$ cat config.mk
export PLATFORM = sky130hd
export DESIGN_NAME = hfsl_ctrl
export DESIGN_NICKNAME = d
export VERILOG_FILES = /design/src/hdl/hfsl_pkg.sv /design/src/hdl/hfsl_ctrl.sv
export SDC_FILE = /design/constraint.sdc
export NUM_CORES = 1
export LEC_CHECK = 0
export ABC_AREA = 1
export ABC_CLOCK_PERIOD_IN_PS = 2400
export BUFFER_PORTS_ARGS = -buffer_cell sky130_fd_sc_hd__buf_4
export CAP_MARGIN = 20
export CORE_UTILIZATION = 54
export DETAILED_ROUTE_END_ITERATION = 10
export PLACE_DENSITY = 0.84
export SYNTH_ARGS = -nofsm -noshare
export SYNTH_HDL_FRONTEND = slang
export SYNTH_SLANG_ARGS = --single-unit
$ cat constraint.sdc
create_clock -name clk -period 2.4 [get_ports clk]
set_input_delay 0.24 -clock clk [delete_from_list [all_inputs] [get_ports clk]]
set_output_delay 0.24 -clock clk [all_outputs]
set_load 0.005 [all_outputs]
$ cat src/hdl/hfsl_pkg.sv
`timescale 1ns / 1ps
`default_nettype none
package hfsl_pkg;

  localparam int EMIT_FIELDS = 5;
  localparam int ALPHA_W     = 24;
  localparam int TRANS_W     = 16;
  localparam int EMIT_W      = 32;
  localparam int TSUM_W      = 43;
  localparam int T_W         = 28;
  localparam int A_W         = 37;
  localparam int C_W         = 40;
  localparam int ACC_W       = 40;
  localparam int Q_W         = 24;
  localparam int LN_STEPS    = 20;

  localparam logic [ALPHA_W-1:0] ONE_Q23 = 24'd8388608;
  localparam logic [31:0]        LN2_Q32 = 32'd2977044472;

  localparam logic FUNC_LOAD  = 1'b0;
  localparam logic FUNC_FRAME = 1'b1;

  localparam logic CFG_STATE_COUNT = 1'b0;
  localparam logic CFG_START_STATE = 1'b1;

  typedef struct packed {
    logic        func;
    logic [2:0]  row_index;
    logic [2:0]  col_index;
    logic [15:0] trans_prob;
    logic [31:0] emit_s0;
    logic [31:0] emit_s1;
    logic [31:0] emit_s2;
    logic [31:0] emit_s3;
    logic [31:0] emit_s4;
    logic        last_frame;
  } in_req_t;

  typedef struct packed {
    logic signed [39:0] ll_sum;
    logic [15:0]        frames_seen;
    logic               zero_stop;
  } out_rsp_t;

  typedef enum logic [3:0] {
    ST_IDLE, ST_SEED, ST_SEED_CHK, ST_MAC, ST_DRAIN, ST_EMUL, ST_CHECK,
    ST_DIV_GO, ST_DIV_WAIT, ST_LN_WAIT, ST_ACC, ST_FINISH
  } ctrl_state_t;

  typedef enum logic [2:0] {
    LN_IDLE, LN_NORM, LN_SQ, LN_MUL, LN_RND
  } ln_phase_t;

  typedef struct packed {
    logic [2:0] idx_i;
    logic [2:0] idx_j;
    logic       seq_clr;
    logic       mac_rd;
    logic       emul;
    logic       seed;
    logic       zero_stop;
    logic       alpha_clr;
    logic       ln_go;
    logic       div_go;
    logic       acc_add;
    logic       finish;
  } dp_cmd_t;

  typedef struct packed {
    logic c_zero;
    logic ln_busy;
    logic div_busy;
    logic cnt_zero;
    logic stopped;
    logic out_busy;
    logic last;
  } dp_sts_t;

  // states in use: 0 acts as 1, clipped to the array size and emission fields
  function automatic logic [2:0] states_used(input logic [2:0] sc, input int max_st);
    int lim;
    lim = (max_st < EMIT_FIELDS) ? max_st : EMIT_FIELDS;
    if (sc == 3'd0) return 3'd1;
    if (int'(sc) > lim) return 3'(lim);
    return sc;
  endfunction

endpackage
`default_nettype wire

$ cat src/hdl/hfsl_ctrl.sv
`timescale 1ns / 1ps
`default_nettype none
module hfsl_ctrl (
  input  wire logic              clk,
  input  wire logic              rst_n,
  input  wire logic              in_valid,
  input  wire logic              in_func,
  input  wire logic [2:0]        n_states,
  input  wire hfsl_pkg::dp_sts_t sts,
  output logic                   in_ready,
  output hfsl_pkg::dp_cmd_t      cmd
);
  import hfsl_pkg::*;

  ctrl_state_t state_r, state_nxt;
  logic [2:0]  i_r, i_nxt, j_r, j_nxt;
  logic [2:0]  last_idx;
  logic        frame_acc;

  assign last_idx  = n_states - 3'd1;
  assign frame_acc = in_valid && (in_func == FUNC_FRAME);

  always_comb begin
    state_nxt = state_r;
    i_nxt     = i_r;
    j_nxt     = j_r;
    case (state_r)
      ST_IDLE: begin
        i_nxt = '0;
        j_nxt = '0;
        if (frame_acc) begin
          if (sts.cnt_zero)     state_nxt = ST_SEED;
          else if (sts.stopped) state_nxt = ST_FINISH;
          else                  state_nxt = ST_MAC;
        end
      end
      ST_SEED:     state_nxt = ST_SEED_CHK;
      ST_SEED_CHK: state_nxt = sts.c_zero ? ST_FINISH : ST_LN_WAIT;
      ST_MAC: begin
        if (j_r == last_idx) begin
          j_nxt     = '0;
          state_nxt = ST_DRAIN;
        end else begin
          j_nxt = j_r + 3'd1;
        end
      end
      ST_DRAIN: state_nxt = ST_EMUL;
      ST_EMUL: begin
        if (i_r == last_idx) begin
          state_nxt = ST_CHECK;
        end else begin
          i_nxt     = i_r + 3'd1;
          state_nxt = ST_MAC;
        end
      end
      ST_CHECK: begin
        i_nxt     = '0;
        state_nxt = sts.c_zero ? ST_FINISH : ST_DIV_GO;
      end
      ST_DIV_GO: state_nxt = ST_DIV_WAIT;
      ST_DIV_WAIT: begin
        if (!sts.div_busy) begin
          if (i_r == last_idx) begin
            state_nxt = ST_LN_WAIT;
          end else begin
            i_nxt     = i_r + 3'd1;
            state_nxt = ST_DIV_GO;
          end
        end
      end
      ST_LN_WAIT: if (!sts.ln_busy) state_nxt = ST_ACC;
      ST_ACC:     state_nxt = ST_FINISH;
      ST_FINISH:  if (!(sts.last && sts.out_busy)) state_nxt = ST_IDLE;
      default:    state_nxt = ST_IDLE;
    endcase
  end

  always_comb begin
    cmd       = '0;
    cmd.idx_i = i_r;
    cmd.idx_j = j_r;
    in_ready  = 1'b0;
    case (state_r)
      ST_IDLE: begin
        in_ready    = 1'b1;
        cmd.seq_clr = 1'b1;
      end
      ST_SEED: cmd.seed = 1'b1;
      ST_SEED_CHK: begin
        cmd.zero_stop = sts.c_zero;
        cmd.ln_go     = !sts.c_zero;
      end
      ST_MAC:  cmd.mac_rd = 1'b1;
      ST_EMUL: cmd.emul   = 1'b1;
      ST_CHECK: begin
        cmd.alpha_clr = 1'b1;
        cmd.zero_stop = sts.c_zero;
        cmd.ln_go     = !sts.c_zero;
      end
      ST_DIV_GO: cmd.div_go  = 1'b1;
      ST_ACC:    cmd.acc_add = 1'b1;
      ST_FINISH: cmd.finish  = !(sts.last && sts.out_busy);
      default: ;
    endcase
  end

  always_ff @(posedge clk) begin
    if (!rst_n) begin
      state_r <= ST_IDLE;
      i_r     <= '0;
      j_r     <= '0;
    end else begin
      state_r <= state_nxt;
      i_r     <= i_nxt;
      j_r     <= j_nxt;
    end
  end
endmodule
`default_nettype wire

==> run summary, run 1 <==
status = complete, but fails checks
failing checks = DRC
worst slew pin tran = 348 ps
Routed Antenna Nets = 0
Hold Crit Depth = 3
GRT Overall Usage = 0.265
Min-Delay Startpoint = rst_n
Die Width = 44.1 um
I/O Pins = 31
initial antenna violation count = 0
dpl hpwl = 2100 um
DRC viols = 1
area growth from synthesis to layout = 27.2%
max-cap viol count = 0
H-tree Lvls = 1
crit share post-route = 0.676
skew final = 13.3 ps
Final GP Congestion = 0.943
Syn Area/Cell = 5.80 um^2
Post-synth top cells = nand2_1, inv_1, nor2_1
largest net degree at the start of global routing = 8
sw power = 0.725 mW
Max-slew headroom = 0.767
CTS Root Cell = clkbuf_4
count leader, synth = nand2_1
Nets = 216
sw frac = 0.525
vias in the first global route = 964
Hold Path End = i_r[0]$_SDFFE_PN0P_
sequential share of the synthesized area = 0.209
Hold Crit Class = primary input to flop
via count = 1117
final slew viol count = 0
PortBufs = 30
RSZ-0062 raised after global routing = false
setup slack, reg-to-reg = 890 ps
P_leak = 0.693 nW
Num CTS Buffers = 3
ranking of synthesized cells by area = nand2_1, dfxtp_1, inv_1
Async SR Flop Fraction = 0
clk_lat worst skew = 270 ps
Power Internal = 0.655 mW
R2R Path End = i_r[1]$_SDFFE_PN0P_
row count = 14
Synth Warn # = 0
final setup violation count = 0
Reg power frac = 0.205
Setup Total Neg Slack = 0 ps
Initial Utilization = 0.607
grt ovf = 0
Mapped Nets = 182
# resized after CTS = 0
vias per cell = 5.24
Worst-path clk slew = 70 ps
Post-synth EDFFs = 0
CP startpoint kind = flop
CP Class = flop to primary output
1st-iter DRT viols = 59
Distinct cells, synth = 22
dominant synthesized flop cell = dfxtp_1
Die Span Y = 44.1 um
ANT cells = 0
Mapped Cells = 165
Critical Path AT = 1380 ps
worst r2r path cells = 9
Critical Path End Type = primary output
clk sinks = 10
register bit total from synthesis = 10
first-pass GRT wire length = 3910 um
PwrDens = 1130 mW/mm^2
VDD IR max = 0.761 mV
core area = 0.00158 mm^2
largest fanout on the critical path = 5
Wirelength per Cell = 11.5 um
CP required = 2160 ps
fmax = 0.616 GHz
Post-Synthesis Cell Area = 957 um^2
Initial DRT Pass Iterations = 7
reg2reg start = state_r[2]$_SDFFE_PN0P_
CTS Hold Bufs = 0
Clk pwr share = 0.084
Routed WL = 2460 um
clk buf depth = 2
Comb pwr share = 0.711
area fraction of the dominant cell type after synthesis = 0.216
Final Hold Viols = 0
total power = 1.38 mW
die area = 0.00194 mm^2
CTS tree = done
Post-CTS Setup Bufs = 0
worst slack at placement = 758 ps
top cell type by total area after synthesis = nand2_1
share of layout cells above drive strength 1 = 0.274
Setup WS post-layout = 777 ps
Critical Path Start = state_r[0]$_SDFFE_PN0P_
fin crit period = 1620 ps
logic make-up after synthesis:
kind of cell / count (synthesis) / share of synthesized area
AOI/OAI and AO/OA: 15 / 0.0784
xor gates and xnor gates: 3 / 0.0275
adders and majority gates: 3 / 0.0392
buffers and inverters: 30 / 0.122
DFF: 10 / 0.209
and+or+nand+nor: 104 / 0.524
power groups by stage:
stage	registers, mW	clock network (mW)	logic, mW
after global routing	0.290	0.120	1.08
after floorplan	0.270	0	0.717
after CTS	0.282	0.117	0.970
after global placement	0.283	0	0.935
after detailed placement	0.285	0	0.967
final	0.283	0.115	0.981
per-stage QoR:
stage,hold WS (ps),instance area [um^2],utilization,instances
6_report,259,1220,0.772,213
5_1_grt,283,1220,0.772,213
4_1_cts,257,1220,0.772,213
3_5_place_dp,515,1190,0.758,210
3_3_place_gp,510,1190,0.758,210
2_1_floorplan,378,957,-,165
sequential cells by signal (all words and copies together) (netlist names):
register  count
state_r       4
i_r           3
j_r           3
final cells by class:
cell class	instances	area, um^2
Clock buffer	3	22.5
Fill cell	141	359
Inverter	29	109
Multi-Input combinational cell	125	641
Sequential cell	10	200
Tap cell	16	20.0
Timing Repair Buffer	30	225
worst max path at each step:
stage | to | slack [ps] | depth (start not counted)
after global routing | cmd[5] | 690 | 5
final | cmd[7] | 780 | 5
after CTS | cmd[7] | 800 | 5
after detailed placement | i_r[1]$_SDFFE_PN0P_ | 760 | 10
after global placement | i_r[2]$_SDFFE_PN0P_ | 860 | 9
after floorplan | i_r[1]$_SDFFE_PN0P_ | 1010 | 9
layer usage:
| layer | vias up | track usage | part of all wire |
|---|---|---|---|
| li1 | 581 | - | - |
| met1 | 482 | 0.358 | 0.42 |
| met2 | 52 | 0.438 | 0.48 |
| met3 | 2 | 0.0571 | 0.098 |
| met4 | 0 | 0.0485 | 0.0041 |
| met5 | - | 0 | 0 |
critical path, stage by stage, from the launching register on:
cell	delay (ps)
dfxtp_1	440
inv_2	70
nor2_1	250
nand2_1	140
inv_1	120
buf_4	120
cell usage in the layout, fill, tap and decap left out, types with 4 or more instances in the layout:
cell / instances
inv_2: 6
buf_4: 30
nor2_2: 4
nand2_1: 55
nand3_1: 13
o21ai_0: 4
nor2_1: 14
a21oi_1: 10
dfxtp_1: 10
inv_1: 23
Power figures use the tool's default switching activity.
==> run 2, diff against run 1 <==
ABC_CLOCK_PERIOD_IN_PS = 1470   (was 2400)
CORE_UTILIZATION = 45   (was 54)
PLACE_DENSITY = 0.75   (was 0.84)
clock period = 1.47 ns   (was 2.4 ns; I/O delays follow)
==> run 2 against run 1 <==
Compared with the run above:
- the run now ends clean
- global-route usage decreased by 1.7 points
- hold slack got worse by 110 ps
- sequential power increased by 79%
- first-iteration DRC count decreased by 64%
- critical path depth unchanged
- design area increased by 6.2%
- via count increased by 1.7%
- clock skew decreased by 11 ps
- worst setup slack got worse by 680 ps
- core utilization decreased by 12 points
- die area increased by 19%
- critical path type unchanged
- critical endpoint unchanged
- largest cell class unchanged
- highest routed layer unchanged
==> run summary, run 2 (synthesis gave the netlist of run 1 again) <==
status = finished, final reports clean
CP required = 1320 ps
Reg power frac = 0.212
Power Internal = 1.18 mW
sw power = 1.21 mW
Critical Path AT = 1220 ps
PortBufs = 30
most flop-heavy register = state_r
Routed WL = 2550 um
CTS Root Cell = clkbuf_4
top flop regs = state_r x4, i_r x3, j_r x3
most frequent cells in the layout = nand2_1, buf_4, inv_1, nand3_1, nor2_1
RSZ-0062 raised after global routing = false
Worst-path clk slew = 70 ps
CP Class = flop to primary output
Nets = 218
initial antenna violation count = 0
Die Span Y = 48.1 um
fin crit period = 1370 ps
grt ovf = 0
Setup WS post-layout = 100 ps
area growth from synthesis to layout = 35.0%
crit share post-route = 0.932
Final GP Congestion = 0.857
CP Buf/Inv Count = 3
fin cells = 227
fmax = 0.730 GHz
max FFs per register = 4
clk buf depth = 2
VDD IR max = 1.33 mV
cell family with most CP delay = flip-flops
via count = 1136
clk sinks = 10
Critical Path End Type = primary output
Hold Crit Class = primary input to flop
Final Hold Viols = 0
CP startpoint kind = flop
worst slack at placement = -22.7 ps
Initial DRT Pass Iterations = 4
dpl hpwl = 2090 um
DP Cell Count = 223
final slew viol count = 0
Comb pwr share = 0.681
core area = 0.00198 mm^2
final setup violation count = 0
Clk pwr share = 0.107
P_leak = 0.717 nW
clk_lat worst skew = 270 ps
Wirelength per Cell = 11.2 um
share of layout cells above drive strength 1 = 0.320
skew final = 2.81 ps
CTS tree = done
Routed Antenna Nets = 0
ANT cells = 0
largest net degree at the start of global routing = 8
Worst path slowest cell = dfxtp_2
Filler cells = 195
Initial Utilization = 0.483
vias per cell = 5.00
largest fanout on the critical path = 5
vias in the first global route = 948
Max-slew headroom = 0.838
H-tree Lvls = 1
Crit path largest cell delay = 410 ps
die area = 0.00232 mm^2
sw frac = 0.506
commonest non-fill, non-tap cell in the layout = nand2_1
first-pass GRT wire length = 3970 um
Post-CTS Setup Bufs = 0
row count = 16
I/O Pins = 31
DRC viols = 0
1st-iter DRT viols = 21
max-cap viol count = 0
Num CTS Buffers = 3
worst slew pin tran = 242 ps
Die Width = 48.1 um
crit-path cells = inv_2, nor2_4, nand2_1, inv_1, buf_4
GRT Overall Usage = 0.248
PwrDens = 1850 mW/mm^2
==> run 2: worst paths after layout <==
path,start,endpoint,slack [ps],cells past startpoint
max,state_r[0]$_SDFFE_PN0P_,cmd[7],100,5
min,rst_n,j_r[0]$_SDFFE_PN0P_,150,3
max reg2reg,state_r[1]$_SDFFE_PN0P_,state_r[1]$_SDFFE_PN0P_,150,7
min reg2reg,i_r[0]$_SDFFE_PN0P_,i_r[0]$_SDFFE_PN0P_,530,2
==> run 2: area by class of cell <==
class | instances | area [um^2] | share of cell area
multi-input combinational | 125 | 663 | 0.513
inverter | 29 | 111 | 0.0862
timing repair buffer | 32 | 240 | 0.186
clock buffer | 4 | 36.3 | 0.0281
sequential | 10 | 208 | 0.161
tap | 27 | 33.8 | 0.0261
==> run 2: timing repair <==
action	in CTS	in global routing
hold endpoints to repair	0	0
hold buffers	0	0
cloned	0	0
resized for setup	2	10
endpoints found under the setup margin	2	15
==> run 2: stage by stage <==
stage / instance area (um^2) / hold WS (ps) / total power, mW / TNS [ps] / utilization
after floorplan: 957 / 285 / 1.61 / 0 / -
after global placement: 1220 / 427 / 1.99 / 0 / 0.617
after detailed placement: 1220 / 429 / 2.03 / -47.4 / 0.617
after CTS: 1260 / 139 / 2.30 / 0 / 0.638
after global routing: 1290 / 153 / 2.67 / 0 / 0.652
final: 1290 / 150 / 2.39 / 0 / 0.652
==> run 2: layer usage <==
layer,up-vias,global-route usage,part of all wire
met5,-,0,0
met4,0,0.0667,0.0082
met3,4,0.0630,0.050
met2,31,0.403,0.48
met1,510,0.327,0.46
li1,591,-,-
==> run 2: worst register-to-register path, stage by stage (launching register included) <==
cell and delay (ps):
dfxtp_2 410, nand2_1 90, inv_1 120, nand2_1 110, nor2_1 200, buf_4 160, nor2_1 40, a21oi_1 120
==> run 2: power groups by stage <==
stage	clock [mW]	sequential [mW]	combinational (mW)
6_report	0.255	0.506	1.63
5_1_grt	0.279	0.516	1.88
4_1_cts	0.262	0.459	1.57
3_5_place_dp	0	0.461	1.57
3_3_place_gp	0	0.464	1.53
2_1_floorplan	0	0.441	1.17
==> run 3, diff against run 2 <==
CORE_UTILIZATION = 47   (was 45)
CTS_BUF_LIST = sky130_fd_sc_hd__clkbuf_4 sky130_fd_sc_hd__clkbuf_8   (was default)
PLACE_DENSITY = 0.78   (was 0.75)
==> run 3 against run 2 <==
Compared with the run above:
- total power decreased by 0.26%
- worst setup slack got worse by 19 ps
- design area grew 0.19%
- wire length down 2.0%
- critical endpoint unchanged
- largest power group unchanged
==> run summary, run 3 (synthesis gave the netlist of run 1 again) <==
max FFs per register = 4
top flop regs = state_r x4, i_r x3, j_r x3
Wirelength per Cell = 11.0 um
share of layout cells above drive strength 1 = 0.328
Setup Total Neg Slack = 0 ps
Cell Area, Placed = 0.00123 mm^2
Routed Antenna Nets = 0
area growth from synthesis to layout = 35.3%
die area = 0.00222 mm^2
most frequent cells in the layout = nand2_1, buf_4, inv_1, nand3_1
DRC viols = 0
largest net degree at the start of global routing = 8
Critical Path AT = 1240 ps
clk sinks = 10
Num CTS Buffers = 3
P_leak = 0.721 nW
H-tree Lvls = 1
Hold Crit Class = primary input to flop
row count = 15
Initial DRT Pass Iterations = 4
fmax = 0.720 GHz
clk buf depth = 2
CP Class = flop to primary output
VDD IR max = 1.25 mV
worst slew pin tran = 241 ps
PwrDens = 1840 mW/mm^2
ANT cells = 0
I/O Pins = 31
largest fanout on the critical path = 6
Die Width = 47.1 um
first-pass GRT wire length = 4040 um
PortBufs = 30
Die Span Y = 47.1 um
grt ovf = 0
Nets = 219
status = finished, final reports clean
final setup violation count = 0
CP startpoint kind = flop
Hold Crit Depth = 3
Critical Path End Type = primary output
worst r2r path cells = 9
vias in the first global route = 989
Final GP Congestion = 0.930
Max-slew headroom = 0.839
cell area after layout = 0.00129 mm^2
CTS tree = done
CTS Hold Bufs = 0
most flop-heavy register = state_r
max-cap viol count = 0
crit share post-route = 0.945
CTS Root Cell = clkbuf_4
CP required = 1320 ps
skew final = 0.769 ps
initial antenna violation count = 0
Util after Layout = 0.711
final slew viol count = 0
core area = 0.00182 mm^2
Initial Utilization = 0.526
GRT Overall Usage = 0.257
clk_lat worst skew = 270 ps
dpl hpwl = 2050 um
vias per cell = 4.98
Hold WS = 168 ps
Routed WL = 2500 um
total power = 2.38 mW
1st-iter DRT viols = 48
Final Hold Viols = 0
Worst-path clk slew = 70 ps
via count = 1126
commonest non-fill, non-tap cell in the layout = nand2_1
fin crit period = 1390 ps
## run 3: area by class of cell
class	count	area (um^2)
Sequential cell	10	205
Inverter	29	109
Tap cell	25	31.3
Multi-Input combinational cell	125	666
Clock buffer	4	36.3
Fill cell	164	526
Timing Repair Buffer	33	248
## run 3: per-layer routing
metal / part of all wire / GRT usage / up-vias
li1: - / - / 592
met1: 0.45 / 0.342 / 494
met2: 0.49 / 0.425 / 38
met3: 0.056 / 0.0577 / 2
met4: 0.0040 / 0.0571 / 0
met5: 0 / 0 / -
## run 3: worst paths after layout
check | startpoint | end | slack [ps]
setup / recovery | state_r[3]$_SDFFE_PN0P_ | cmd[7] | 80
hold / removal | rst_n | i_r[1]$_SDFFE_PN0P_ | 170
setup reg to reg | i_r[0]$_SDFFE_PN0P_ | i_r[1]$_SDFFE_PN0P_ | 150
hold reg to reg | i_r[2]$_SDFFE_PN0P_ | i_r[2]$_SDFFE_PN0P_ | 540
## run 3: through the flow
stage / worst slack (ps) / instances
global route: -10.5 / 226
global placement: 24.9 / 222
floorplan: 173 / 165
CTS: 1.81 / 226
finish: 81.0 / 226
detailed placement: -61.4 / 222
## run 3: timing repair
item                                    CTS  global route
gates cloned                              0             0
setup buffers                             0             0
endpoints found under the setup margin    1            17
pin swaps                                 0             0
gates resized for setup                   2             9
## run 3: where the power goes
part           leakage (nW)  internal [mW]  switching (mW)
logic                 0.617          0.667           0.963
registers            0.0830          0.356           0.145
clock network        0.0210          0.151           0.100
## run 3: worst max-delay path: stages (launching register included)
cell     delay (ps)
dfxtp_2         420
inv_2           100
nand2_2          90
inv_2            50
nand2_1          90
inv_1            80
buf_4           140
